`src/sv/rvt_pkg.sv`:
```
// ----------------------------------------------------------------------------
// rvt_pkg
// Shared constants of the voxel traversal block: widths, codes, reset values.
// ----------------------------------------------------------------------------
`default_nettype none

package rvt_pkg;

	// Default parameter values.
	localparam int GRID_BITS_DEF   = 10;
	localparam int T_FRAC_BITS_DEF = 16;

	// Fixed field widths.
	localparam int CFRAC   = 16;
	localparam int DIR_W   = 18;
	localparam int T_W     = 32;
	localparam int BOX_W   = 11;
	localparam int STR_W   = 21;
	localparam int IDX_W   = 32;
	localparam int APB_AW  = 5;
	localparam int APB_DW  = 32;

	// Item operation codes.
	localparam logic OP_START = 1'b0;
	localparam logic OP_STEP  = 1'b1;

	// Register indexes.
	localparam logic [2:0] REG_BOX_X    = 3'd0;
	localparam logic [2:0] REG_BOX_Y    = 3'd1;
	localparam logic [2:0] REG_BOX_Z    = 3'd2;
	localparam logic [2:0] REG_STRIDE_X = 3'd3;
	localparam logic [2:0] REG_STRIDE_Y = 3'd4;
	localparam logic [2:0] REG_STRIDE_Z = 3'd5;

	// Register reset values.
	localparam logic [BOX_W-1:0] BOX_RST      = 11'd1024;
	localparam logic [STR_W-1:0] STRIDE_X_RST = 21'd1;
	localparam logic [STR_W-1:0] STRIDE_Y_RST = 21'd1024;
	localparam logic [STR_W-1:0] STRIDE_Z_RST = 21'd1048576;

endpackage

`default_nettype wire

```
`src/sv/ray_voxel_traversal_3d.sv`:
```
// ----------------------------------------------------------------------------
// ray_voxel_traversal_3d
// Amanatides-Woo voxel walk of a ray through a box with an APB register port.
// ----------------------------------------------------------------------------
// A step item (op = 1) is taken and its item appears on the output register
// in the next cycle; a start item without a hit finishes likewise. A start item
// with a hit runs a shared restoring divider, one quotient bit per cycle, twice
// for each axis with a nonzero direction (t per voxel and t to the first
// boundary), then the shared multiplier for the linear index, axis by axis.
// The input is stalled while it runs.
`default_nettype none

module ray_voxel_traversal_3d #(
	parameter int GRID_BITS   = rvt_pkg::GRID_BITS_DEF,
	parameter int T_FRAC_BITS = rvt_pkg::T_FRAC_BITS_DEF
) (
	input  wire logic                                  clk,
	input  wire logic                                  arst_n,
	// Input channel.
	input  wire logic                                  in_valid,
	output logic                                       in_stall,
	input  wire logic                                  op,
	input  wire logic                                  ray_hits,
	input  wire logic [GRID_BITS+rvt_pkg::CFRAC:0]     entry_x,
	input  wire logic [GRID_BITS+rvt_pkg::CFRAC:0]     entry_y,
	input  wire logic [GRID_BITS+rvt_pkg::CFRAC:0]     entry_z,
	input  wire logic signed [rvt_pkg::DIR_W-1:0]      dir_x,
	input  wire logic signed [rvt_pkg::DIR_W-1:0]      dir_y,
	input  wire logic signed [rvt_pkg::DIR_W-1:0]      dir_z,
	// Output channel.
	output logic                                       out_valid,
	input  wire logic                                  out_stall,
	output logic                                       in_box,
	output logic signed [GRID_BITS+1:0]                voxel_x,
	output logic signed [GRID_BITS+1:0]                voxel_y,
	output logic signed [GRID_BITS+1:0]                voxel_z,
	output logic signed [rvt_pkg::IDX_W-1:0]           voxel_index,
	output logic [rvt_pkg::T_W-1:0]                    segment_length,
	// Register port.
	input  wire logic                                  psel,
	input  wire logic                                  penable,
	input  wire logic                                  pwrite,
	input  wire logic [rvt_pkg::APB_AW-1:0]            paddr,
	input  wire logic [rvt_pkg::APB_DW-1:0]            pwdata,
	output logic [rvt_pkg::APB_DW-1:0]                 prdata,
	output logic                                       pready
);

	localparam int POSW = GRID_BITS + 2;
	localparam int EW   = GRID_BITS + rvt_pkg::CFRAC + 1;
	localparam int DW   = rvt_pkg::DIR_W;
	localparam int TW   = rvt_pkg::T_W;
	localparam int NW   = rvt_pkg::CFRAC + 1 + T_FRAC_BITS;
	localparam int QW   = (NW > TW) ? NW : TW;
	localparam int CW   = $clog2(NW + 1);
	localparam int DSTW = rvt_pkg::CFRAC + 1;

	typedef enum logic [2:0] {S_IDLE, S_LOAD, S_DIV, S_WB, S_MUL} state_t;

	state_t state_q;

	// Configuration registers.
	logic [rvt_pkg::BOX_W-1:0] box_q [3];
	logic [rvt_pkg::STR_W-1:0] stride_q [3];

	// Traversal state.
	logic signed [POSW-1:0] pos_q [3];
	logic                   neg_q [3];
	logic                   nz_q [3];
	logic [TW-1:0]          t_next_q [3];
	logic [TW-1:0]          t_delta_q [3];
	logic [TW-1:0]          t_exit_q;
	logic [TW-1:0]          lin_q;

	// Start bookkeeping and the shared divider.
	logic [DSTW-1:0]        dist_q [3];
	logic [DW-1:0]          ad_q [3];
	logic [1:0]             axis_q;
	logic                   kind_q;
	logic [NW-1:0]          div_n_q;
	logic [DW-1:0]          div_r_q;
	logic [CW-1:0]          div_cnt_q;

	// Output register.
	logic                   out_valid_q;
	logic                   in_box_q;
	logic signed [POSW-1:0] vox_q [3];
	logic [TW-1:0]          index_q;
	logic [TW-1:0]          seg_q;

	logic [EW-1:0]          entry [3];
	logic signed [DW-1:0]   dir [3];
	logic                   in_acc;
	logic                   out_set;
	logic                   cfg_wr;
	logic [2:0]             cfg_idx;

	assign entry[0] = entry_x;
	assign entry[1] = entry_y;
	assign entry[2] = entry_z;
	assign dir[0]   = dir_x;
	assign dir[1]   = dir_y;
	assign dir[2]   = dir_z;

	// Handshakes.
	assign in_stall = (state_q != S_IDLE) || (out_valid_q && out_stall);
	assign in_acc   = in_valid && !in_stall;
	assign pready   = 1'b1;
	assign cfg_wr   = psel && penable && pwrite;
	assign cfg_idx  = paddr[4:2];

	// A result is ready after a step, a start without a hit, or the last index cycle.
	assign out_set = (state_q == S_IDLE && in_acc && (op == rvt_pkg::OP_STEP || !ray_hits))
		|| (state_q == S_MUL && axis_q == 2'd2);

	assign out_valid      = out_valid_q;
	assign in_box         = in_box_q;
	assign voxel_x        = vox_q[0];
	assign voxel_y        = vox_q[1];
	assign voxel_z        = vox_q[2];
	assign voxel_index    = index_q;
	assign segment_length = seg_q;

	// Box test of a position.
	function automatic logic inside_f(input logic signed [POSW-1:0] p,
		input logic [rvt_pkg::BOX_W-1:0] b);
		logic [TW-1:0] pu;
		pu = TW'($unsigned(p));
		return !p[POSW-1] && (pu < TW'(b));
	endfunction

	// Register read.
	always_comb begin
		unique case (cfg_idx)
			rvt_pkg::REG_BOX_X:    prdata = 32'(box_q[0]);
			rvt_pkg::REG_BOX_Y:    prdata = 32'(box_q[1]);
			rvt_pkg::REG_BOX_Z:    prdata = 32'(box_q[2]);
			rvt_pkg::REG_STRIDE_X: prdata = 32'(stride_q[0]);
			rvt_pkg::REG_STRIDE_Y: prdata = 32'(stride_q[1]);
			rvt_pkg::REG_STRIDE_Z: prdata = 32'(stride_q[2]);
			default:               prdata = '0;
		endcase
	end

	// Register write.
	always_ff @(posedge clk or negedge arst_n) begin
		if (!arst_n) begin
			box_q[0]    <= rvt_pkg::BOX_RST;
			box_q[1]    <= rvt_pkg::BOX_RST;
			box_q[2]    <= rvt_pkg::BOX_RST;
			stride_q[0] <= rvt_pkg::STRIDE_X_RST;
			stride_q[1] <= rvt_pkg::STRIDE_Y_RST;
			stride_q[2] <= rvt_pkg::STRIDE_Z_RST;
		end else if (cfg_wr) begin
			unique case (cfg_idx)
				rvt_pkg::REG_BOX_X:    box_q[0]    <= pwdata[rvt_pkg::BOX_W-1:0];
				rvt_pkg::REG_BOX_Y:    box_q[1]    <= pwdata[rvt_pkg::BOX_W-1:0];
				rvt_pkg::REG_BOX_Z:    box_q[2]    <= pwdata[rvt_pkg::BOX_W-1:0];
				rvt_pkg::REG_STRIDE_X: stride_q[0] <= pwdata[rvt_pkg::STR_W-1:0];
				rvt_pkg::REG_STRIDE_Y: stride_q[1] <= pwdata[rvt_pkg::STR_W-1:0];
				rvt_pkg::REG_STRIDE_Z: stride_q[2] <= pwdata[rvt_pkg::STR_W-1:0];
				default: ;
			endcase
		end
	end

	// Step item: smallest boundary t, the axes that hold it and their updates.
	logic [TW-1:0]          t_min;
	logic                   mask [3];
	logic signed [POSW-1:0] pos_nx [3];
	logic [TW-1:0]          tn_nx [3];
	logic [TW-1:0]          lin_nx;
	logic [TW:0]            tsum [3];

	always_comb begin
		t_min = t_next_q[0];
		if (t_next_q[1] < t_min) t_min = t_next_q[1];
		if (t_next_q[2] < t_min) t_min = t_next_q[2];
		lin_nx = lin_q;
		for (int k = 0; k < 3; k++) begin
			mask[k]   = (t_next_q[k] == t_min);
			tsum[k]   = {1'b0, t_next_q[k]} + {1'b0, t_delta_q[k]};
			pos_nx[k] = pos_q[k];
			tn_nx[k]  = t_next_q[k];
			if (mask[k]) begin
				tn_nx[k] = tsum[k][TW] ? '1 : tsum[k][TW-1:0];
				if (nz_q[k]) begin
					pos_nx[k] = neg_q[k] ? pos_q[k] - POSW'(1) : pos_q[k] + POSW'(1);
					lin_nx = neg_q[k] ? lin_nx - TW'(stride_q[k])
						: lin_nx + TW'(stride_q[k]);
				end
			end
		end
	end

	// Start item: first voxel, distance to the first boundary and |dir|.
	logic signed [POSW-1:0] pos_st [3];
	logic [DSTW-1:0]        dist_st [3];
	logic [DW-1:0]          ad_st [3];
	logic [rvt_pkg::CFRAC-1:0] frac [3];

	always_comb begin
		for (int k = 0; k < 3; k++) begin
			frac[k]   = entry[k][rvt_pkg::CFRAC-1:0];
			pos_st[k] = POSW'(entry[k][EW-1:rvt_pkg::CFRAC]);
			ad_st[k]  = dir[k][DW-1] ? DW'(-dir[k]) : DW'(dir[k]);
			if (!dir[k][DW-1]) begin
				dist_st[k] = DSTW'(1 << rvt_pkg::CFRAC) - DSTW'(frac[k]);
			end else if (frac[k] == '0) begin
				pos_st[k]  = pos_st[k] - POSW'(1);
				dist_st[k] = DSTW'(1 << rvt_pkg::CFRAC);
			end else begin
				dist_st[k] = DSTW'(frac[k]);
			end
		end
	end

	// Shared divider step and the shared index multiplier.
	logic [DW:0]                  div_trial;
	logic                         div_ge;
	logic [QW-1:0]                quo;
	logic [TW-1:0]                quo_sat;
	logic [rvt_pkg::STR_W+POSW:0] prod;

	always_comb begin
		div_trial = {div_r_q, div_n_q[NW-1]};
		div_ge    = div_trial >= {1'b0, ad_q[axis_q]};
		quo       = QW'(div_n_q);
		quo_sat   = (quo > QW'({TW{1'b1}})) ? '1 : quo[TW-1:0];
		prod      = $signed({1'b0, stride_q[axis_q]}) * pos_q[axis_q];
	end

	// Output valid: set by a finished item, cleared when the item is taken.
	always_ff @(posedge clk or negedge arst_n) begin
		if (!arst_n) begin
			out_valid_q <= 1'b0;
		end else if (out_set) begin
			out_valid_q <= 1'b1;
		end else if (!out_stall) begin
			out_valid_q <= 1'b0;
		end
	end

	// Sequencer, traversal state and output register.
	always_ff @(posedge clk or negedge arst_n) begin
		if (!arst_n) begin
			state_q     <= S_IDLE;
			axis_q      <= '0;
			kind_q      <= 1'b0;
			div_cnt_q   <= '0;
			t_exit_q    <= '0;
			lin_q       <= '0;
			for (int k = 0; k < 3; k++) begin
				pos_q[k]     <= '0;
				neg_q[k]     <= 1'b0;
				nz_q[k]      <= 1'b0;
				t_next_q[k]  <= '1;
				t_delta_q[k] <= '1;
			end
		end else begin
			unique case (state_q)
				S_IDLE: begin
					if (in_acc && op == rvt_pkg::OP_STEP) begin
						for (int k = 0; k < 3; k++) begin
							pos_q[k]    <= pos_nx[k];
							t_next_q[k] <= tn_nx[k];
							vox_q[k]    <= pos_nx[k];
						end
						lin_q       <= lin_nx;
						t_exit_q    <= t_min;
						in_box_q    <= inside_f(pos_nx[0], box_q[0])
							&& inside_f(pos_nx[1], box_q[1])
							&& inside_f(pos_nx[2], box_q[2]);
						index_q     <= lin_nx;
						seg_q       <= t_min - t_exit_q;
					end else if (in_acc) begin
						t_exit_q <= '0;
						lin_q    <= '0;
						for (int k = 0; k < 3; k++) begin
							t_next_q[k]  <= '1;
							t_delta_q[k] <= '1;
							pos_q[k]     <= ray_hits ? pos_st[k] : '0;
							neg_q[k]     <= ray_hits && dir[k][DW-1];
							nz_q[k]      <= ray_hits && (dir[k] != '0);
							dist_q[k]    <= dist_st[k];
							ad_q[k]      <= ad_st[k];
							vox_q[k]     <= '0;
						end
						if (ray_hits) begin
							state_q <= S_LOAD;
							axis_q  <= '0;
							kind_q  <= 1'b0;
						end else begin
							in_box_q    <= 1'b0;
							index_q     <= '0;
							seg_q       <= '0;
						end
					end
				end
				// Load the divider, or skip an axis with zero direction.
				S_LOAD: begin
					if (!nz_q[axis_q]) begin
						if (axis_q == 2'd2) begin
							state_q <= S_MUL;
							axis_q  <= '0;
						end else begin
							axis_q <= axis_q + 2'd1;
						end
					end else begin
						div_n_q   <= kind_q ? {dist_q[axis_q], T_FRAC_BITS'(0)}
							: {DSTW'(1 << rvt_pkg::CFRAC), T_FRAC_BITS'(0)};
						div_r_q   <= '0;
						div_cnt_q <= '0;
						state_q   <= S_DIV;
					end
				end
				// One restoring quotient bit per cycle.
				S_DIV: begin
					div_r_q   <= div_ge ? DW'(div_trial - {1'b0, ad_q[axis_q]})
						: div_trial[DW-1:0];
					div_n_q   <= {div_n_q[NW-2:0], div_ge};
					div_cnt_q <= div_cnt_q + CW'(1);
					if (div_cnt_q == CW'(NW - 1)) state_q <= S_WB;
				end
				// Saturate and store the quotient, then pick the next division.
				S_WB: begin
					if (kind_q) begin
						t_next_q[axis_q] <= quo_sat;
						kind_q           <= 1'b0;
						if (axis_q == 2'd2) begin
							state_q <= S_MUL;
							axis_q  <= '0;
						end else begin
							axis_q  <= axis_q + 2'd1;
							state_q <= S_LOAD;
						end
					end else begin
						t_delta_q[axis_q] <= quo_sat;
						kind_q            <= 1'b1;
						state_q           <= S_LOAD;
					end
				end
				// Linear index, one axis per cycle, then the start item's result.
				S_MUL: begin
					lin_q <= lin_q + prod[TW-1:0];
					if (axis_q == 2'd2) begin
						state_q     <= S_IDLE;
						in_box_q    <= inside_f(pos_q[0], box_q[0])
							&& inside_f(pos_q[1], box_q[1])
							&& inside_f(pos_q[2], box_q[2]);
						index_q     <= lin_q + prod[TW-1:0];
						seg_q       <= '0;
						for (int k = 0; k < 3; k++) vox_q[k] <= pos_q[k];
					end else begin
						axis_q <= axis_q + 2'd1;
					end
				end
				default: state_q <= S_IDLE;
			endcase
		end
	end

endmodule

`default_nettype wire

```
`config.mk`:
```
export PLATFORM = sky130hd
export DESIGN_NAME = ray_voxel_traversal_3d
export DESIGN_NICKNAME = d
export VERILOG_FILES = /design/src/sv/rvt_pkg.sv /design/src/sv/ray_voxel_traversal_3d.sv
export SDC_FILE = /design/constraint.sdc
export NUM_CORES = 2
export LEC_CHECK = 0
export BUFFER_PORTS_ARGS = -buffer_cell sky130_fd_sc_hd__buf_2
export CAP_MARGIN = 10
export CORE_ASPECT_RATIO = 0.5
export CORE_UTILIZATION = 65
export CTS_CLUSTER_DIAMETER = 120
export DETAILED_ROUTE_END_ITERATION = 7
export PLACE_DENSITY = 0.85
export RECOVER_POWER = 100
export SLEW_MARGIN = 15
export SYNTH_ARGS = -nofsm -noshare
export SYNTH_HDL_FRONTEND = slang
export SYNTH_SLANG_ARGS = --single-unit
```
`constraint.sdc`:
```
create_clock -name clk -period 23.6 [get_ports clk]
set_input_delay 4.72 -clock clk [delete_from_list [all_inputs] [get_ports clk]]
set_output_delay 4.72 -clock clk [all_outputs]
set_load 0.02 [all_outputs]
```
## Word-level counts from Yosys, hierarchy flattened

Memory sizes are Yosys's and may differ from the RTL's.
Cells that the tools add are included.
Widths: inputs -> output; s select.

| storage, ports and cells | value |
|---|---|
| flip-flop bits (word level) | 523 |
| bits in writable memories | 141 |
| input port bits | 181 |
| memories | 3 |

| operators by class | value |
|---|---|
| add/subtract/negate cells | 29 |
| multipliers | 1 |
| magnitude comparators | 12 |
| eq/ne operators | 31 |
| mux-type cells | 134 |
| bitwise operators | 8 |
| reductions and logical operators | 72 |

Memory list:

| name | words | width | rd ports | clocked after memory_dff | write ports | line | RTL |
|---|---|---|---|---|---|---|---|
| ad_q | 3 | 18 | 1 | 0 | 3 | ray_voxel_traversal_3d.sv:77 | `logic [DW-1:0] ad_q [3];` |
| dist_q | 3 | 17 | 1 | 0 | 3 | ray_voxel_traversal_3d.sv:76 | `logic [DSTW-1:0] dist_q [3];` |
| vox_q | 3 | 12 | 3 | 0 | 3 | ray_voxel_traversal_3d.sv:87 | `logic signed [POSW-1:0] vox_q [3];` |

Operators by type and width:

| cell | number |
|---|---|
| $mux 32 | 28 |
| $mux 96 | 5 |
| $pmux 96 s2 | 2 |
| $mux 12 | 26 |
| $bwmux 96 | 2 |
| $pmux 32 s2 | 3 |
| $pmux 21 s6 | 1 |
| $mux 17 | 6 |
| $add 32x32->33 | 3 |
| $add 32x21->32 | 3 |
| $eq 32x32->1 | 3 |
| $sub 32x21->32 | 3 |
| $mux 18 | 5 |
| $lt 12x11->1 | 6 |
| $mux 36 | 2 |
| $mux 33 | 2 |
| $pmux 33 s2 | 1 |
| $demux 32 s2 | 1 |
| $lt 32x32->1 | 2 |
| $neg 18->18 | 3 |
| $reduce_bool 18->1 | 3 |
| $sub 17x16->17 const A | 3 |
| $logic_not 16->1 | 3 |
| $bmux 21 s2 | 1 |
| 50 further kinds | 170 |

## Longest topological paths before layout

| depth | value |
|---|---|
| word-level depth | 16 |
| mapped depth | 60 |
| mapped depth without buffers | 52 |

## Worst setup path before layout

No wires, ideal clock.

| timing path | value |
|---|---|
| path type | flip-flop to flip-flop |
| from | reg t_next_q[91] (netlist bit) |
| to | reg index_q[31], in the netlist voxel_index[31] (data pin) |
| library setup time | 0.266 ns |
| data arrival time | 11.277 ns |
| required time | 23.334 ns |
| path slack | 12.057 ns |
| cell stages (with the launch flop) | 58 |
| buffers on the path | 7 |
| clock period less this slack | 11.543 ns |
| cell sequence | dfstp_2 > clkbuf_1 > inv_1 > ha_1 > nand3_1 > nor4_2 > or2_4 > nand2_2 > o21ai_2 > buf_6 > buf_2 > buf_1 > mux2i_1 > ha_1 > a21oi_1 > nor2b_1 > o221ai_1 > a32oi_2 > (+22 left out) > o21bai_1 > a31oi_1 > nor2b_1 > o21a_1 > o21a_1 > o31ai_1 > ha_1 > nand2_1 > o21ai_0 > nor2_1 > a21oi_1 > a41o_1 > a21oi_2 > o21ai_1 > nand2_1 > a2111oi_4 > xnor2_1 > o21ai_1 |

| between the ends | value |
|---|---|
| word-level cells in the longest chain between the ends | 16 |
| elaborated cells on any way between the ends | 20 |
| classes of those cells | 4 x add/sub; 2 x order compare; 3 x eq/ne; 11 x mux |

RTL lines:

| element | line | RTL |
|---|---|---|
| from (decl) | ray_voxel_traversal_3d.sv:70 | `logic [TW-1:0] t_next_q [3];` |
| from (signal, indexed assignment) | ray_voxel_traversal_3d.sv:266 | `t_next_q[k] <= tn_nx[k];` |
| from (signal, indexed assignment) | ray_voxel_traversal_3d.sv:328 | `t_next_q[axis_q] <= quo_sat;` |
| $lt 32x32->1 | ray_voxel_traversal_3d.sv:177 | `if (t_next_q[1] < t_min) t_min = t_next_q[1];` |
| $mux 32 | ray_voxel_traversal_3d.sv:177 |  |
| $lt 32x32->1 | ray_voxel_traversal_3d.sv:178 | `if (t_next_q[2] < t_min) t_min = t_next_q[2];` |
| $mux 32 | ray_voxel_traversal_3d.sv:178 |  |
| $eq 32x32->1 | ray_voxel_traversal_3d.sv:181 | `mask[k] = (t_next_q[k] == t_min);` |
| $mux 32 | ray_voxel_traversal_3d.sv:185 | `if (mask[k]) begin` |
| $add 32x21->32 / $sub 32x21->32 (equally long branches) | ray_voxel_traversal_3d.sv:190, ray_voxel_traversal_3d.sv:189 |  |
| $mux 32 | ray_voxel_traversal_3d.sv:189 | `lin_nx = neg_q[k] ? lin_nx - TW'(stride_q[k])` |
| $mux 32 | ray_voxel_traversal_3d.sv:187 | `if (nz_q[k]) begin` |
| $mux 32 | ray_voxel_traversal_3d.sv:185 |  |
| $add 32x21->32 / $sub 32x21->32 (equally long branches) | ray_voxel_traversal_3d.sv:190, ray_voxel_traversal_3d.sv:189 |  |
| $mux 32 | ray_voxel_traversal_3d.sv:189 |  |
| $mux 32 | ray_voxel_traversal_3d.sv:187 |  |
| $mux 32 * | ray_voxel_traversal_3d.sv:185 |  |
| $mux 32 * | ray_voxel_traversal_3d.sv:263 | `if (in_acc && op == rvt_pkg::OP_STEP) begin` |
| $pmux 32 s2 * | ray_voxel_traversal_3d.sv:261 | `unique case (state_q)` |
| to (signal assigned) | ray_voxel_traversal_3d.sv:274 | `index_q <= lin_nx;` |
| to (signal assigned) | ray_voxel_traversal_3d.sv:351 | `index_q <= lin_q + prod[TW-1:0];` |
| to (decl) | ray_voxel_traversal_3d.sv:88 | `logic [TW-1:0] index_q;` |

Every way passes the cells marked *; elsewhere a longest branch is shown, timed or not.
A chain may end at the register's enable or synchronous reset.

## Final worst setup path

| timing path | value |
|---|---|
| from | reg t_next_q[95] (netlist bit) |
| to | reg index_q[31], in the netlist voxel_index[31] (data pin) |

The elaborated chain is that of the path after synthesis.

==> qor.csv <==
metric,value,unit
outcome,finished with violations,
violations,"DRC, capacitance limit, slew limit",
ant_nets,0,
die-area,91500,µm²
firstDrtPassIters,8,
reg2regPathDepth,54,
antenna_found_initial,6,
fin_nets,7630,
die_h,214,µm
n_fill_cell,6745,
grtUsageMet2,66.0,%
worstPathArrival,18.86,ns
yosysWarnings,0,
hpwl,150,mm
top_usage_layer,met2,
post_cts_resized,0,
clk_root_buffer_cell,clkbuf_16,
vias,52600,
num_rows,77,
min_period,18.60,ns
max_freq,53.8,MHz
slew_headroom,-478,%
synth-edff-count,257,
rrSetupSlack,5.00,ns
crit_fanout,87,
cts_tree,done,
cp.required,23.86,ns
cpMaxStageDelayCell,clkbuf_1,
hold_buffers,0,
cts.htree.levels,2,
grt_first_pass_wirelength,301,mm
clkTransAtPathRegs,0.07,ns
clk_path_buf_depth,3,
synth_cell_types,108,
crit_type,flop to flop,
numClockSinks,664,
vias_per_cell,6.61,
place.gp.congestion,1.04,
drc_errors,6,
synthesis.area,58600,µm²
grt_max_degree,159,
hold_viol,0,
tns,0,ns
grtUsageTotal,42.6,%
synth_top_area_share,13.2,%
cp-startpoint,t_next_q[95],
fp.dieW,427,µm
yosysSeqAreaShare,31.0,%
dr.first_iter.drc_count,5997,
hold_path.class,flop to flop,
fp.coreArea,88800,µm²
synth_seq_cells,664,
grt_use_met3,9.09,%
finalSetupViolations,0,
grt_overflow,0,
max_slew.worst_pin.slew,8.67,ns
synth.area.top_cells,"edfxtp_1 13%, ha_1 11%, dfrtp_1 8.9%",
syn_area_per_cell,8.91,µm²
start_kind,flop,
wl_per_cell,24.8,µm
yosys.area.top_type,edfxtp_1,
met1_usage,56.7,%
drive_above_1_share,10.2,%
cts_setup_buffers,0,
rsz0062_at_grt,no,
ys_async_sr_fraction,61.3,%
maxSlewViolCount,1882,
cp-endpoint,voxel_index[31],
dominantRegCellSynth,edfxtp_1,
postSynthCellCount,6580,
skew,0.0504,ns
end_kind,flop,
initial_core_util,66.0,%
timing.rr.end,voxel_index[31],
ioPinCount,317,
portBuffers,291,
wl,197,mm
cts_buffers,61,
slowest_delay,1.79,ns
clk_latency,0.72,ns
cap_violations,38,
min_period_over_period,78.8,%
min_from,t_delta_q[57],
r2r_start,t_next_q[95],
syn_to_final_growth,7.46,%
grt_pass1_vias,51500,
==> synthesized netlist by cell type, types with 54 or more instances <==
library cell / count
nand2_1: 652
nor2_1: 602
inv_1: 522
ha_1: 498
a21oi_1: 485
o21ai_0: 471
xnor2_1: 306
edfxtp_1: 257
clkbuf_1: 250
fa_1: 231
dfrtp_1: 209
dfstp_2: 198
xor2_1: 158
mux2i_1: 143
nor3_1: 142
mux2_2: 127
a21o_1: 120
o22ai_1: 100
nand3_1: 81
nand2b_1: 76
a22o_1: 68
nor2b_1: 55
and2_1: 54
==> cell type report <==
class / count / area [µm²] / share of cell area [%]
repair buffers: 364 / 1710 / 2.72
clock inverters: 36 / 412 / 0.653
flip-flops and latches: 664 / 18200 / 28.8
clock buffers: 80 / 1780 / 2.82
well taps: 1185 / 1480 / 2.35
inverters: 522 / 1960 / 3.11
diodes: 4 / 10.0 / 0.0159
multi-input cells: 5107 / 37500 / 59.5
==> worst min path at each step <==
stage,end,slack (ns),cells past startpoint
floorplan,div_cnt_q[5],0.45,1
global placement,t_exit_q[0],0.47,2
detailed placement,t_exit_q[8],0.49,1
CTS,t_delta_q[43],0.51,2
global route,t_delta_q[43],0.52,2
finish,t_delta_q[57],0.51,2
==> layout by cell type, fill, tap and decap left out, drive strengths merged, types with 198 or more instances in the layout <==
cell	count
dfrtp	209
nor2	603
fa	231
clkbuf	248
xnor2	306
dfstp	198
edfxtp	257
nand2	653
inv	527
o21ai	490
a21oi	488
ha	498
==> metrics by stage <==
step | hold slack, ns | cells | util (%) | instance area [µm²] | worst slack, ns
finish | 0.508 | 7962 | 70.9 | 63000 | 5.00
global route | 0.517 | 7962 | 70.9 | 63000 | 4.20
CTS | 0.508 | 7957 | 71.4 | 63400 | 9.34
detailed placement | 0.493 | 7841 | 68.9 | 61200 | 9.46
global placement | 0.472 | 7841 | 68.9 | 61200 | 9.48
floorplan | 0.452 | 6590 | - | 58700 | 12.06
==> flip-flops by register name, summed over array words and instances (netlist names), 33 cells and up <==
register,count
stride_q,63
ad_q,54
pos_q,36
t_next_q,96
dist_q,51
div_n_q,33
vox_q,36
box_q,33
t_delta_q,96
==> kinds of logic after synthesis <==
| group | synth area share [%] |
|---|---|
| DFF | 31.0 |
| other | 0.0128 |
| AOI/OAI and AO/OA | 18.4 |
| muxes | 5.03 |
| buffers and inverters | 5.36 |
| adders and majority gates | 18.5 |
| and+or+nand+nor | 14.8 |
| xor gates and xnor gates | 6.93 |
==> metal layers <==
metal	vias to the layer above	wire, µm
met4	2	11300
met3	665	20000
met5	-	13
met2	2894	87700
met1	25700	78200
li1	23400	-
==> worst max-delay path, delay by kind of cell, from the launching register on <==
kind | cells | cell delay (ns)
mux | 1 | 0.72
buf+inv | 5 | 3.35
xor+xnor | 1 | 0.22
simple gates | 20 | 4.72
compound gates | 23 | 6.56
flops | 1 | 0.72
fa+ha+maj | 4 | 1.68
Power is left out: the tool's default activity adds up to more than one toggle a clock period on the data nets, which glitch-free logic cannot reach.
